File: config.mk
export PLATFORM = sky130hd
export DESIGN_NAME = video_switcher_panel_selector_unit
export DESIGN_NICKNAME = d
export VERILOG_FILES = /design/src/hdl/vsps_pkg.sv /design/src/hdl/vsps_select.sv /design/src/hdl/video_switcher_panel_selector_unit.sv
export SDC_FILE = /design/constraint.sdc
export NUM_CORES = 1
export LEC_CHECK = 0
export BUFFER_PORTS_ARGS = -buffer_cell sky130_fd_sc_hd__clkbuf_2
export CORE_UTILIZATION = 35
export DETAILED_ROUTE_END_ITERATION = 10
export PLACE_DENSITY = 0.61
export SKIP_CTS_REPAIR_TIMING = 1
export SYNTH_ARGS = -nofsm -noshare
export SYNTH_HDL_FRONTEND = slang
export SYNTH_SLANG_ARGS = --single-unit
File: constraint.sdc
create_clock -name clk -period 3.9 [get_ports clk]
set_input_delay 0.78 -clock clk [delete_from_list [all_inputs] [get_ports clk]]
set_output_delay 0.78 -clock clk [all_outputs]
set_load 0.02 [all_outputs]
File: src/hdl/vsps_pkg.sv
// ----------------------------------------------------------------------------
// vsps_pkg: shared types and constants for the panel selector
// Button layout, the "none" selection code and the result record.
// ----------------------------------------------------------------------------
package vsps_pkg;

    // Selection code for "no source selected"
    localparam logic [3:0] NONE_SEL = 4'd8;

    // Button bit layout in the pressed vector
    localparam int BTN_WIDTH = 18;
    localparam int PGM_BASE  = 0;
    localparam int PVW_BASE  = 8;
    localparam int CUT_BIT   = 16;
    localparam int TRANS_BIT = 17;
    localparam int BUS_BITS  = 8;

    // Bus selection state
    typedef struct packed {
        logic [BTN_WIDTH-1:0] previous_pressed;
        logic [3:0]           program_selection;
        logic [3:0]           preview_selection;
    } sel_state_t;

    // One result item
    typedef struct packed {
        logic       program_event;
        logic [3:0] program_source;
        logic       preview_event;
        logic [3:0] preview_source;
        logic       cut_event;
        logic       transition_event;
        logic       leds_event;
        logic [7:0] program_leds;
        logic [7:0] preview_leds;
    } result_t;

endpackage

File: src/hdl/vsps_select.sv
// ----------------------------------------------------------------------------
// vsps_select: edge detection and bus selection for one button sample
// Finds new presses, toggles program/preview, applies cut/transition swaps
// and builds the LED masks. Pure combinational logic.
// ----------------------------------------------------------------------------
module vsps_select #(
    parameter int PGM_COUNT = 8,
    parameter int PVW_COUNT = 8
) (
    input  logic [vsps_pkg::BTN_WIDTH-1:0] button_levels,
    input  vsps_pkg::sel_state_t           state,
    output vsps_pkg::sel_state_t           state_next,
    output vsps_pkg::result_t              result
);

    localparam logic [7:0] PGM_MASK = 8'hFF >> (vsps_pkg::BUS_BITS - PGM_COUNT);
    localparam logic [7:0] PVW_MASK = 8'hFF >> (vsps_pkg::BUS_BITS - PVW_COUNT);

    logic [vsps_pkg::BTN_WIDTH-1:0] pressed;
    logic [vsps_pkg::BTN_WIDTH-1:0] edges;
    logic [7:0] pgm_edges;
    logic [7:0] pvw_edges;
    logic [2:0] pgm_idx;
    logic [2:0] pvw_idx;
    logic       pgm_hit;
    logic       pvw_hit;
    logic       cut_hit;
    logic       trans_hit;
    logic       any_hit;
    logic [3:0] pgm_sel;
    logic [3:0] pvw_sel;
    logic [3:0] pgm_final;
    logic [3:0] pvw_final;

    // Invert the active-low sample and find rising edges
    assign pressed   = ~button_levels;
    assign edges     = pressed & ~state.previous_pressed;
    assign pgm_edges = edges[vsps_pkg::PGM_BASE +: vsps_pkg::BUS_BITS] & PGM_MASK;
    assign pvw_edges = edges[vsps_pkg::PVW_BASE +: vsps_pkg::BUS_BITS] & PVW_MASK;
    assign cut_hit   = edges[vsps_pkg::CUT_BIT];
    assign trans_hit = edges[vsps_pkg::TRANS_BIT];
    assign pgm_hit   = |pgm_edges;
    assign pvw_hit   = |pvw_edges;
    assign any_hit   = pgm_hit | pvw_hit | cut_hit | trans_hit;

    // Pick the lowest new press on each bus
    always_comb
    begin
        pgm_idx = '0;
        pvw_idx = '0;
        for (int i = vsps_pkg::BUS_BITS - 1; i >= 0; i--)
        begin
            if (pgm_edges[i])
                pgm_idx = 3'(i);
            if (pvw_edges[i])
                pvw_idx = 3'(i);
        end
    end

    // Toggle: a new source is taken, the same source again clears it
    always_comb
    begin
        pgm_sel = state.program_selection;
        pvw_sel = state.preview_selection;
        if (pgm_hit)
            pgm_sel = (state.program_selection != {1'b0, pgm_idx}) ?
                      {1'b0, pgm_idx} : vsps_pkg::NONE_SEL;
        if (pvw_hit)
            pvw_sel = (state.preview_selection != {1'b0, pvw_idx}) ?
                      {1'b0, pvw_idx} : vsps_pkg::NONE_SEL;
    end

    // Swap buses when exactly one of cut and transition fired
    assign pgm_final = (cut_hit ^ trans_hit) ? pvw_sel : pgm_sel;
    assign pvw_final = (cut_hit ^ trans_hit) ? pgm_sel : pvw_sel;

    assign state_next.previous_pressed  = pressed;
    assign state_next.program_selection = pgm_final;
    assign state_next.preview_selection = pvw_final;

    // Build the result, LEDs only when something changed
    always_comb
    begin
        result.program_event    = pgm_hit;
        result.program_source   = pgm_sel;
        result.preview_event    = pvw_hit;
        result.preview_source   = pvw_sel;
        result.cut_event        = cut_hit;
        result.transition_event = trans_hit;
        result.leds_event       = any_hit;
        result.program_leds     = '0;
        result.preview_leds     = '0;
        if (any_hit && pgm_final < 4'(PGM_COUNT))
            result.program_leds = 8'b1 << pgm_final[2:0];
        if (any_hit && pvw_final < 4'(PVW_COUNT))
            result.preview_leds = 8'b1 << pvw_final[2:0];
    end

endmodule

File: src/hdl/video_switcher_panel_selector_unit.sv
// ----------------------------------------------------------------------------
// video_switcher_panel_selector_unit: switcher panel program/preview selector
// Takes active-low button samples and returns selection events and LED masks.
// ----------------------------------------------------------------------------
//  channel | dir | width | content
//  s_axis  | in  | 24    | tdata[17:0] button_levels
//  m_axis  | out | 32    | tdata[28:0] result fields, see port comment
//
//  One beat in, one beat out; a new beat is taken every cycle while the
//  skid register is empty. The selection logic sits between the input
//  handshake and the output register.
//  A two-entry output stage (output register plus skid) keeps s_tready
//  registered, so a stalled master holds at most one extra beat.
//  Reset clears the previous button levels and both selections to none.
// ----------------------------------------------------------------------------
module video_switcher_panel_selector_unit #(
    parameter int PROGRAM_SOURCES = 8,
    parameter int PREVIEW_SOURCES = 8
) (
    input  logic        clk,
    input  logic        rst_n,
    // tdata: button_levels[17:0], zero fill [23:18]
    input  logic [23:0] s_tdata,
    input  logic        s_tvalid,
    output logic        s_tready,
    // tdata: program_event[0], program_source[4:1], preview_event[5],
    // preview_source[9:6], cut_event[10], transition_event[11],
    // leds_event[12], program_leds[20:13], preview_leds[28:21], zero [31:29]
    output logic [31:0] m_tdata,
    output logic        m_tvalid,
    input  logic        m_tready
);

    localparam int PGM_COUNT = (PROGRAM_SOURCES > 8) ? 8 : PROGRAM_SOURCES;
    localparam int PVW_COUNT = (PREVIEW_SOURCES > 8) ? 8 : PREVIEW_SOURCES;

    vsps_pkg::sel_state_t state_reg;
    vsps_pkg::sel_state_t state_next;
    vsps_pkg::result_t    result;
    vsps_pkg::result_t    out_reg;
    vsps_pkg::result_t    skid_reg;
    logic                 out_valid_reg;
    logic                 skid_valid_reg;
    logic                 in_beat;
    logic                 out_beat;

    assign in_beat  = s_tvalid & s_tready;
    assign out_beat = out_valid_reg & m_tready;
    assign s_tready = ~skid_valid_reg;

    // Selection logic for the incoming beat
    vsps_select #(
        .PGM_COUNT(PGM_COUNT),
        .PVW_COUNT(PVW_COUNT)
    ) u_select (
        .button_levels(s_tdata[vsps_pkg::BTN_WIDTH-1:0]),
        .state        (state_reg),
        .state_next   (state_next),
        .result       (result)
    );

    // Advance the selection state on each accepted beat
    always_ff @(posedge clk or negedge rst_n)
    begin
        if (!rst_n)
        begin
            state_reg.previous_pressed  <= '0;
            state_reg.program_selection <= vsps_pkg::NONE_SEL;
            state_reg.preview_selection <= vsps_pkg::NONE_SEL;
        end
        else if (in_beat)
        begin
            state_reg <= state_next;
        end
    end

    // Output register and skid valid flags
    always_ff @(posedge clk or negedge rst_n)
    begin
        if (!rst_n)
        begin
            out_valid_reg  <= 1'b0;
            skid_valid_reg <= 1'b0;
        end
        else
        begin
            if (!out_valid_reg || m_tready)
                out_valid_reg <= skid_valid_reg | in_beat;
            if (skid_valid_reg && m_tready)
                skid_valid_reg <= 1'b0;
            else if (in_beat && out_valid_reg && !m_tready)
                skid_valid_reg <= 1'b1;
        end
    end

    // Output and skid payload
    always_ff @(posedge clk)
    begin
        if (!out_valid_reg || m_tready)
            out_reg <= skid_valid_reg ? skid_reg : result;
        if (in_beat && out_valid_reg && !m_tready)
            skid_reg <= result;
    end

    assign m_tvalid = out_valid_reg;
    assign m_tdata  = {3'b0,
                       out_reg.preview_leds,
                       out_reg.program_leds,
                       out_reg.leds_event,
                       out_reg.transition_event,
                       out_reg.cut_event,
                       out_reg.preview_source,
                       out_reg.preview_event,
                       out_reg.program_source,
                       out_reg.program_event};

    // Skid holds a beat only behind a full output register
    a_skid_behind_out: assert property (@(posedge clk) disable iff (!rst_n)
        skid_valid_reg |-> out_valid_reg)
        else $error("skid full while output register empty");

    // LED flag matches the four event flags
    a_leds_flag: assert property (@(posedge clk) disable iff (!rst_n)
        out_valid_reg |-> (out_reg.leds_event == (out_reg.program_event |
            out_reg.preview_event | out_reg.cut_event | out_reg.transition_event)))
        else $error("leds_event does not match event flags");

    // LED masks are one-hot or zero, and zero without an event
    a_leds_onehot: assert property (@(posedge clk) disable iff (!rst_n)
        out_valid_reg |-> ($onehot0(out_reg.program_leds) &&
            $onehot0(out_reg.preview_leds) &&
            (out_reg.leds_event || (out_reg.program_leds == '0 &&
                                    out_reg.preview_leds == '0))))
        else $error("LED mask malformed");

    // Selections only ever hold a valid source or none
    a_sel_range: assert property (@(posedge clk) disable iff (!rst_n)
        state_reg.program_selection <= vsps_pkg::NONE_SEL &&
        state_reg.preview_selection <= vsps_pkg::NONE_SEL)
        else $error("selection out of range");

endmodule
==> results.yml, run 1 <==
worst_setup_path:
  r2r-start: "state_reg[15]"
  worstRegToRegCells: 7
  cp.arrival_ns: 2.94
  path_max_fanout: 7
  critPathLaunchType: "input port"
  rr_endpoint: "skid_reg[6]"
  endpoint: "skid_reg[6]"
  cp_slowest_cell: "a221oi_2"
  critical_path.top_delay_family: "compound AO/OA/AOI/OAI gates"
  critPathMaxStageDelay_ns: 0.51
  crit_type: "input port to flip-flop"
  required_ns: 3.97
  crit_cells: 8
  worstSetupStartpoint: "s_tdata[7]"
  path_buf_inv: 1
  critPathCaptureType: "flip-flop"
  r2r_setup_slack_ns: 1.19
  path_cells: "clkbuf_2 -> o22a_1 -> o21ai_1 -> nand3_1 -> a221oi_2 -> a2111oi_0 -> o21ai_0 -> nor3_1"
yosys:
  ys_top_cells_by_count: "edfxtp_1 (58), nand2_1 (53), o21ai_0 (34), nor2_1 (27), dfrtp_1 (26)"
  synth_flop_cell: "edfxtp_1"
  async_flop_share_pct: 32.6
  synth.area.top_cells: "edfxtp_1 (41%), dfrtp_1 (15%), nand2_1 (4.7%)"
  yosys_warnings: 0
  yosysTopAreaCell: "edfxtp_1"
  synth_seq_cells: 86
  synth_cell_types: 61
  synth-edff-count: 58
  yosysTopAreaCellShare_pct: 41.2
  synth_area_per_cell_um2: 11.2
  ys_seq_area_share_pct: 57.8
  synth_most_common_cell: "edfxtp_1"
  synthCells: 377
  netlist_area_mm2: 0.00423
sta:
  tns_ns: 0
  tightest_slew_ns: 0.883
  timing.hold.ws_ns: 0.481
  period_minus_slack_ns: 2.87
  maxSlewHeadroom_pct: 40.7
  min_period_over_period_pct: 73.6
  setup_violations: 0
  finClkSkew_ns: 0.00734
  max_freq_ghz: 0.348
  final_max_slew_viol_count: 0
  rsz0062_at_grt: "false"
  hold_violations: 0
drt:
  drtIter0Drc: 243
  via_count: 3168
  vias_per_cell: 5.45
  ant_nets: 0
  first_pass_iters: 7
  wl_per_cell_um: 16.2
  drc: 3
  finalWirelength_mm: 9.44
layout:
  drive_gt1_share_pct: 25.8
  antennaDiodeCount: 0
  nets: 461
  fill_cells: 1117
  syn_to_final_growth_pct: 17.7
  finalNonFillerCells: 581
pwr:
  vdd_ir_drop_max_mv: 0.251
  power_density_mw_per_mm2: 666
  p_leak_uw: 0.00189
global_route:
  grt_first_pass_wirelength_mm: 15.5
  grt_pass1_vias: 3045
  gr-total-overflow: 0
  grt_antenna_before_repair: 0
  grt_max_degree: 47
  gr-usage-all-layers_pct: 16.0
clock_tree:
  clock_path_buffers: 2
  clk_latency_ns: 0.35
  cts.sink_count: 86
  clk_pin_slew_ns: 0.06
  cts_tree: "done"
  cts_max_level: 3
  numCtsBuffers: 9
  cts-root-buf: "clkbuf_16"
floorplanning:
  die_area_mm2: 0.0125
  fp.dieH_um: 112
  coreArea_mm2: 0.0116
  start_util_pct: 36.4
  rows: 39
  chipWidth_um: 112
  design.portCount: 62
outcome:
  violations: "design-rule violations"
  status: "finished, violations left"
placed_design:
  dp.cells: 565
  portBuffers: 52
  dp_hpwl_mm: 6.48
  gp_congestion: 0.822
hold_path:
  whs_path_depth: 2
  min_path_type: "flip-flop to flip-flop"
run:
  maxCapViolations: 0
## through the flow
stage                     util (%)  instance area [um^2]  total power [uW]  setup WS (ns)
after floorplan                  -                  4240              2070          0.585
after global placement        40.0                  4650              2350          0.733
after detailed placement      40.0                  4650              2370          0.732
after CTS                     42.8                  4980              3340           1.10
after global routing          42.8                  4980              3500          0.845
final                         42.8                  4980              3310           1.03
## worst min-delay path by stage
stage | from | endpoint | slack [ns]
finish | state_reg[24] | state_reg[24] | 0.48
global placement | state_reg[24] | state_reg[24] | 0.47
global route | skid_reg[26] | m_tdata[3] | 0.52
floorplan | state_reg[24] | state_reg[24] | 0.45
detailed placement | state_reg[24] | state_reg[24] | 0.47
CTS | state_reg[24] | state_reg[24] | 0.49
## cell usage in the layout, fill, tap and decap left out, types with 8 or more instances in the layout
cell type / synthesis / final
o22ai_1: 11 / 11
a32o_1: 9 / 9
clkbuf_2: 0 / 52
mux2_2: 11 / 11
nand3_1: 12 / 12
o21ai_0: 34 / 34
nor3_1: 19 / 19
nand2_1: 53 / 53
o22a_1: 8 / 8
o31ai_1: 13 / 13
dfrtp_1: 26 / 26
clkbuf_16: 0 / 9
a21oi_1: 8 / 8
edfxtp_1: 58 / 58
nor2_1: 27 / 26
## worst register-to-register path: cells and delay by family (launching register included)
family / cells / cell delay, ns
AOI/OAI and AO/OA: 5 / 1.76
DFF: 1 / 0.40
and+or+nand+nor: 2 / 0.29
## logic make-up (layout without fill, tap and decap cells)
logic type	Yosys count	count (layout)	share of synthesized area, %
AND/OR/NAND/NOR	128	128	13.8
other	1	3	0.0887
AO/OA/AOI/OAI	124	124	21.5
flip-flops	86	86	57.8
XOR/XNOR	5	5	1.21
buffers and inverters	21	80	2.43
multiplexers	12	12	3.17
## power by group
part / leakage (uW) / switching, uW / total [uW] / internal (uW)
clock network: 0.000164 / 359 / 942 / 584
registers: 0.000902 / 120 / 1320 / 1200
logic: 0.000823 / 686 / 1050 / 364
total: 0.00189 / 1160 / 3310 / 2150
## routing by layer
metal,share of wire [%],global-route usage (%),up-vias
li1,-,-,1571
met1,48,21.3,1511
met2,46,24.8,77
met3,4.0,3.92,9
met4,1.3,6.58,0
met5,0,0,-
## cell type report
cell class,count,area [um^2],area share [%]
Sequential cell,86,2440,49.1
Multi-Input combinational cell,272,1690,34.0
Timing Repair Buffer,59,313,6.29
Clock buffer,10,239,4.80
Tap cell,143,179,3.60
Clock inverter,6,91.3,1.84
Inverter,5,18.8,0.377
(Power assumes the default switching activity.)
==> run 2: changes to the inputs <==
--- a/config.mk
+++ b/config.mk
@@ -8,7 +8,7 @@
 export BUFFER_PORTS_ARGS = -buffer_cell sky130_fd_sc_hd__clkbuf_2
 export CORE_UTILIZATION = 35
 export DETAILED_ROUTE_END_ITERATION = 10
-export PLACE_DENSITY = 0.61
+export PLACE_DENSITY = 0.63
 export SKIP_CTS_REPAIR_TIMING = 1
 export SYNTH_ARGS = -nofsm -noshare
 export SYNTH_HDL_FRONTEND = slang
==> constraint.sdc (replaced) <==
create_clock -name clk -period 2.63 [get_ports clk]
set_input_delay 0.526 -clock clk [delete_from_list [all_inputs] [get_ports clk]]
set_output_delay 0.526 -clock clk [all_outputs]
set_load 0.02 [all_outputs]
==> run 2 against run 1 <==
Net effect: the run still ends with design-rule violations left; largest cell class unchanged; critical path type is now flip-flop to flip-flop; worst setup slack got worse by 0.91 ns; critical endpoint is now skid_reg[2]; worst hold slack got worse by 0.22 ns; power up 50%; clock skew grew 0.0047 ns; clock-buffer cell count rose by 2; routed wire length grew 2.1%; sequential power rose by 48%; cell count increased by 6.9%.
==> results.yml, run 2 (synthesis results as in run 1) <==
outcome:
  status: "finished, violations left"
  violations: "design-rule violations"
placed_design:
  dp_hpwl_mm: 6.89
  gp_congestion: 0.843
  place_area_mm2: 0.00496
  dp.cells: 605
  portBuffers: 52
layout:
  final_cell_mix: "edfxtp_1 (58), nand2_1 (53), clkbuf_2 (52)"
  antennaDiodeCount: 0
  utilization_pct: 45.2
  regArea_mm2: 0.00244
  fill_cells: 1100
  finalNonFillerCells: 621
  drive_gt1_share_pct: 32.0
  multiInputGateArea_mm2: 0.00172
  finalInstanceArea_mm2: 0.00525
  syn_to_final_growth_pct: 24.1
  nets: 501
  final_common_cell: "edfxtp_1"
pwr:
  vdd_ir_drop_max_mv: 0.357
  power_density_mw_per_mm2: 946
  p_leak_uw: 0.00206
floorplanning:
  design.portCount: 62
  fp.dieH_um: 112
  coreArea_mm2: 0.0116
  chipWidth_um: 112
  die_area_mm2: 0.0125
  rows: 39
  start_util_pct: 36.4
sta:
  min_period_over_period_pct: 95.5
  maxSlewHeadroom_pct: 48.6
  rsz0062_at_grt: "true"
  tightest_slew_ns: 0.770
  period_minus_slack_ns: 2.51
  timing.hold.ws_ns: 0.258
  finClkSkew_ns: 0.0120
  max_freq_ghz: 0.398
  final_max_slew_viol_count: 0
  setup_violations: 0
  hold_violations: 0
worst_setup_path:
  cp_slowest_cell: "dfrtp_1"
  path_cells: "o22a_1 -> o21ai_2 -> nand3_1 -> a211o_1 -> o2bb2ai_1 -> o21a_1 -> buf_4 -> nor3_1"
  rr_endpoint: "skid_reg[2]"
  cp.arrival_ns: 2.67
  path_max_fanout: 5
  crit_type: "flip-flop to flip-flop"
  critPathCaptureType: "flip-flop"
  worstRegToRegCells: 8
  r2r_setup_slack_ns: 0.12
  r2r-start: "state_reg[15]"
  required_ns: 2.79
  critPathMaxStageDelay_ns: 0.41
  critPathLaunchType: "flip-flop"
clock_tree:
  cts_tree: "done"
  numCtsBuffers: 9
  clk_latency_ns: 0.34
  cts_max_level: 3
  cts-root-buf: "clkbuf_16"
  cts.sink_count: 86
  clock_path_buffers: 2
  clk_pin_slew_ns: 0.06
drt:
  wl_per_cell_um: 15.5
  vias_per_cell: 5.29
  finalWirelength_mm: 9.64
  drtIter0Drc: 205
  ant_nets: 0
  drc: 8
  via_count: 3284
  first_pass_iters: 7
global_route:
  grt_max_degree: 46
  gr-total-overflow: 0
  use_met1_pct: 22.8
  grt_pass1_vias: 3187
  grt_use_met3_pct: 3.70
  busiest_layer: "met2"
  gr-usage-all-layers_pct: 16.4
  grt_antenna_before_repair: 0
  grt_first_pass_wirelength_mm: 16.0
  use_met2_pct: 24.9
hold_path:
  min_path_type: "input port to asynchronous set/reset pin"
run:
  maxCapViolations: 0
==> run 2: changes by cell type in the layout (fill, tap and decap cells not counted), sizes merged <==
cell      change
bufinv        -2
buf          +40
clkinv        +2
clkinvlp      +1
inv           -3
clkbuf        +2
==> run 2: worst max-delay path: cells and delay by family (launching register included) <==
family	cells	cell delay, ns
compound gates	5	1.34
buf+inv	1	0.18
flops	1	0.41
simple gates	2	0.39
==> run 2: per-stage QoR <==
stage / setup slack [ns] / total power [uW] / setup TNS [ns]
after floorplan: 0.0357 / 3080 / 0
after global placement: -0.125 / 3760 / -1.82
after detailed placement: -0.142 / 3800 / -2.66
after CTS: 0.103 / 4970 / 0
after global routing: -0.0330 / 5270 / -0.0375
final: 0.118 / 4970 / 0
==> run 2: metal layers <==
layer / vias to the layer above / part of all wire, %
li1: 1646 / -
met1: 1557 / 49
met2: 69 / 46
met3: 12 / 4.0
met4: 0 / 1.3
met5: - / 0
==> run 2: worst max path at each step <==
stage | start | to | slack, ns | depth (start not counted)
after floorplan | m_tready | skid_reg[0] | 0.04 | 2
after global placement | s_tdata[6] | m_tdata[28] | -0.12 | 9
after detailed placement | s_tdata[6] | m_tdata[27] | -0.14 | 9
after CTS | state_reg[15] | skid_reg[5] | 0.10 | 8
after global routing | state_reg[22] | skid_reg[0] | -0.03 | 8
final | state_reg[15] | skid_reg[2] | 0.12 | 8
==> run 2: area by class of cell <==
cell class,count,share of cell area (%)
Clock buffer,12,4.51
Clock inverter,4,0.501
Inverter,5,0.358
Multi-Input combinational cell,272,32.7
Sequential cell,86,46.6
Tap cell,143,3.41
Timing Repair Buffer,99,11.9
==> run 2: power breakdown <==
group | switching (uW) | leakage, uW | internal [uW]
logic | 1080 | 0.00103 | 781
clock network | 509 | 0.000127 | 639
registers | 177 | 0.000902 | 1780
total | 1770 | 0.00206 | 3200
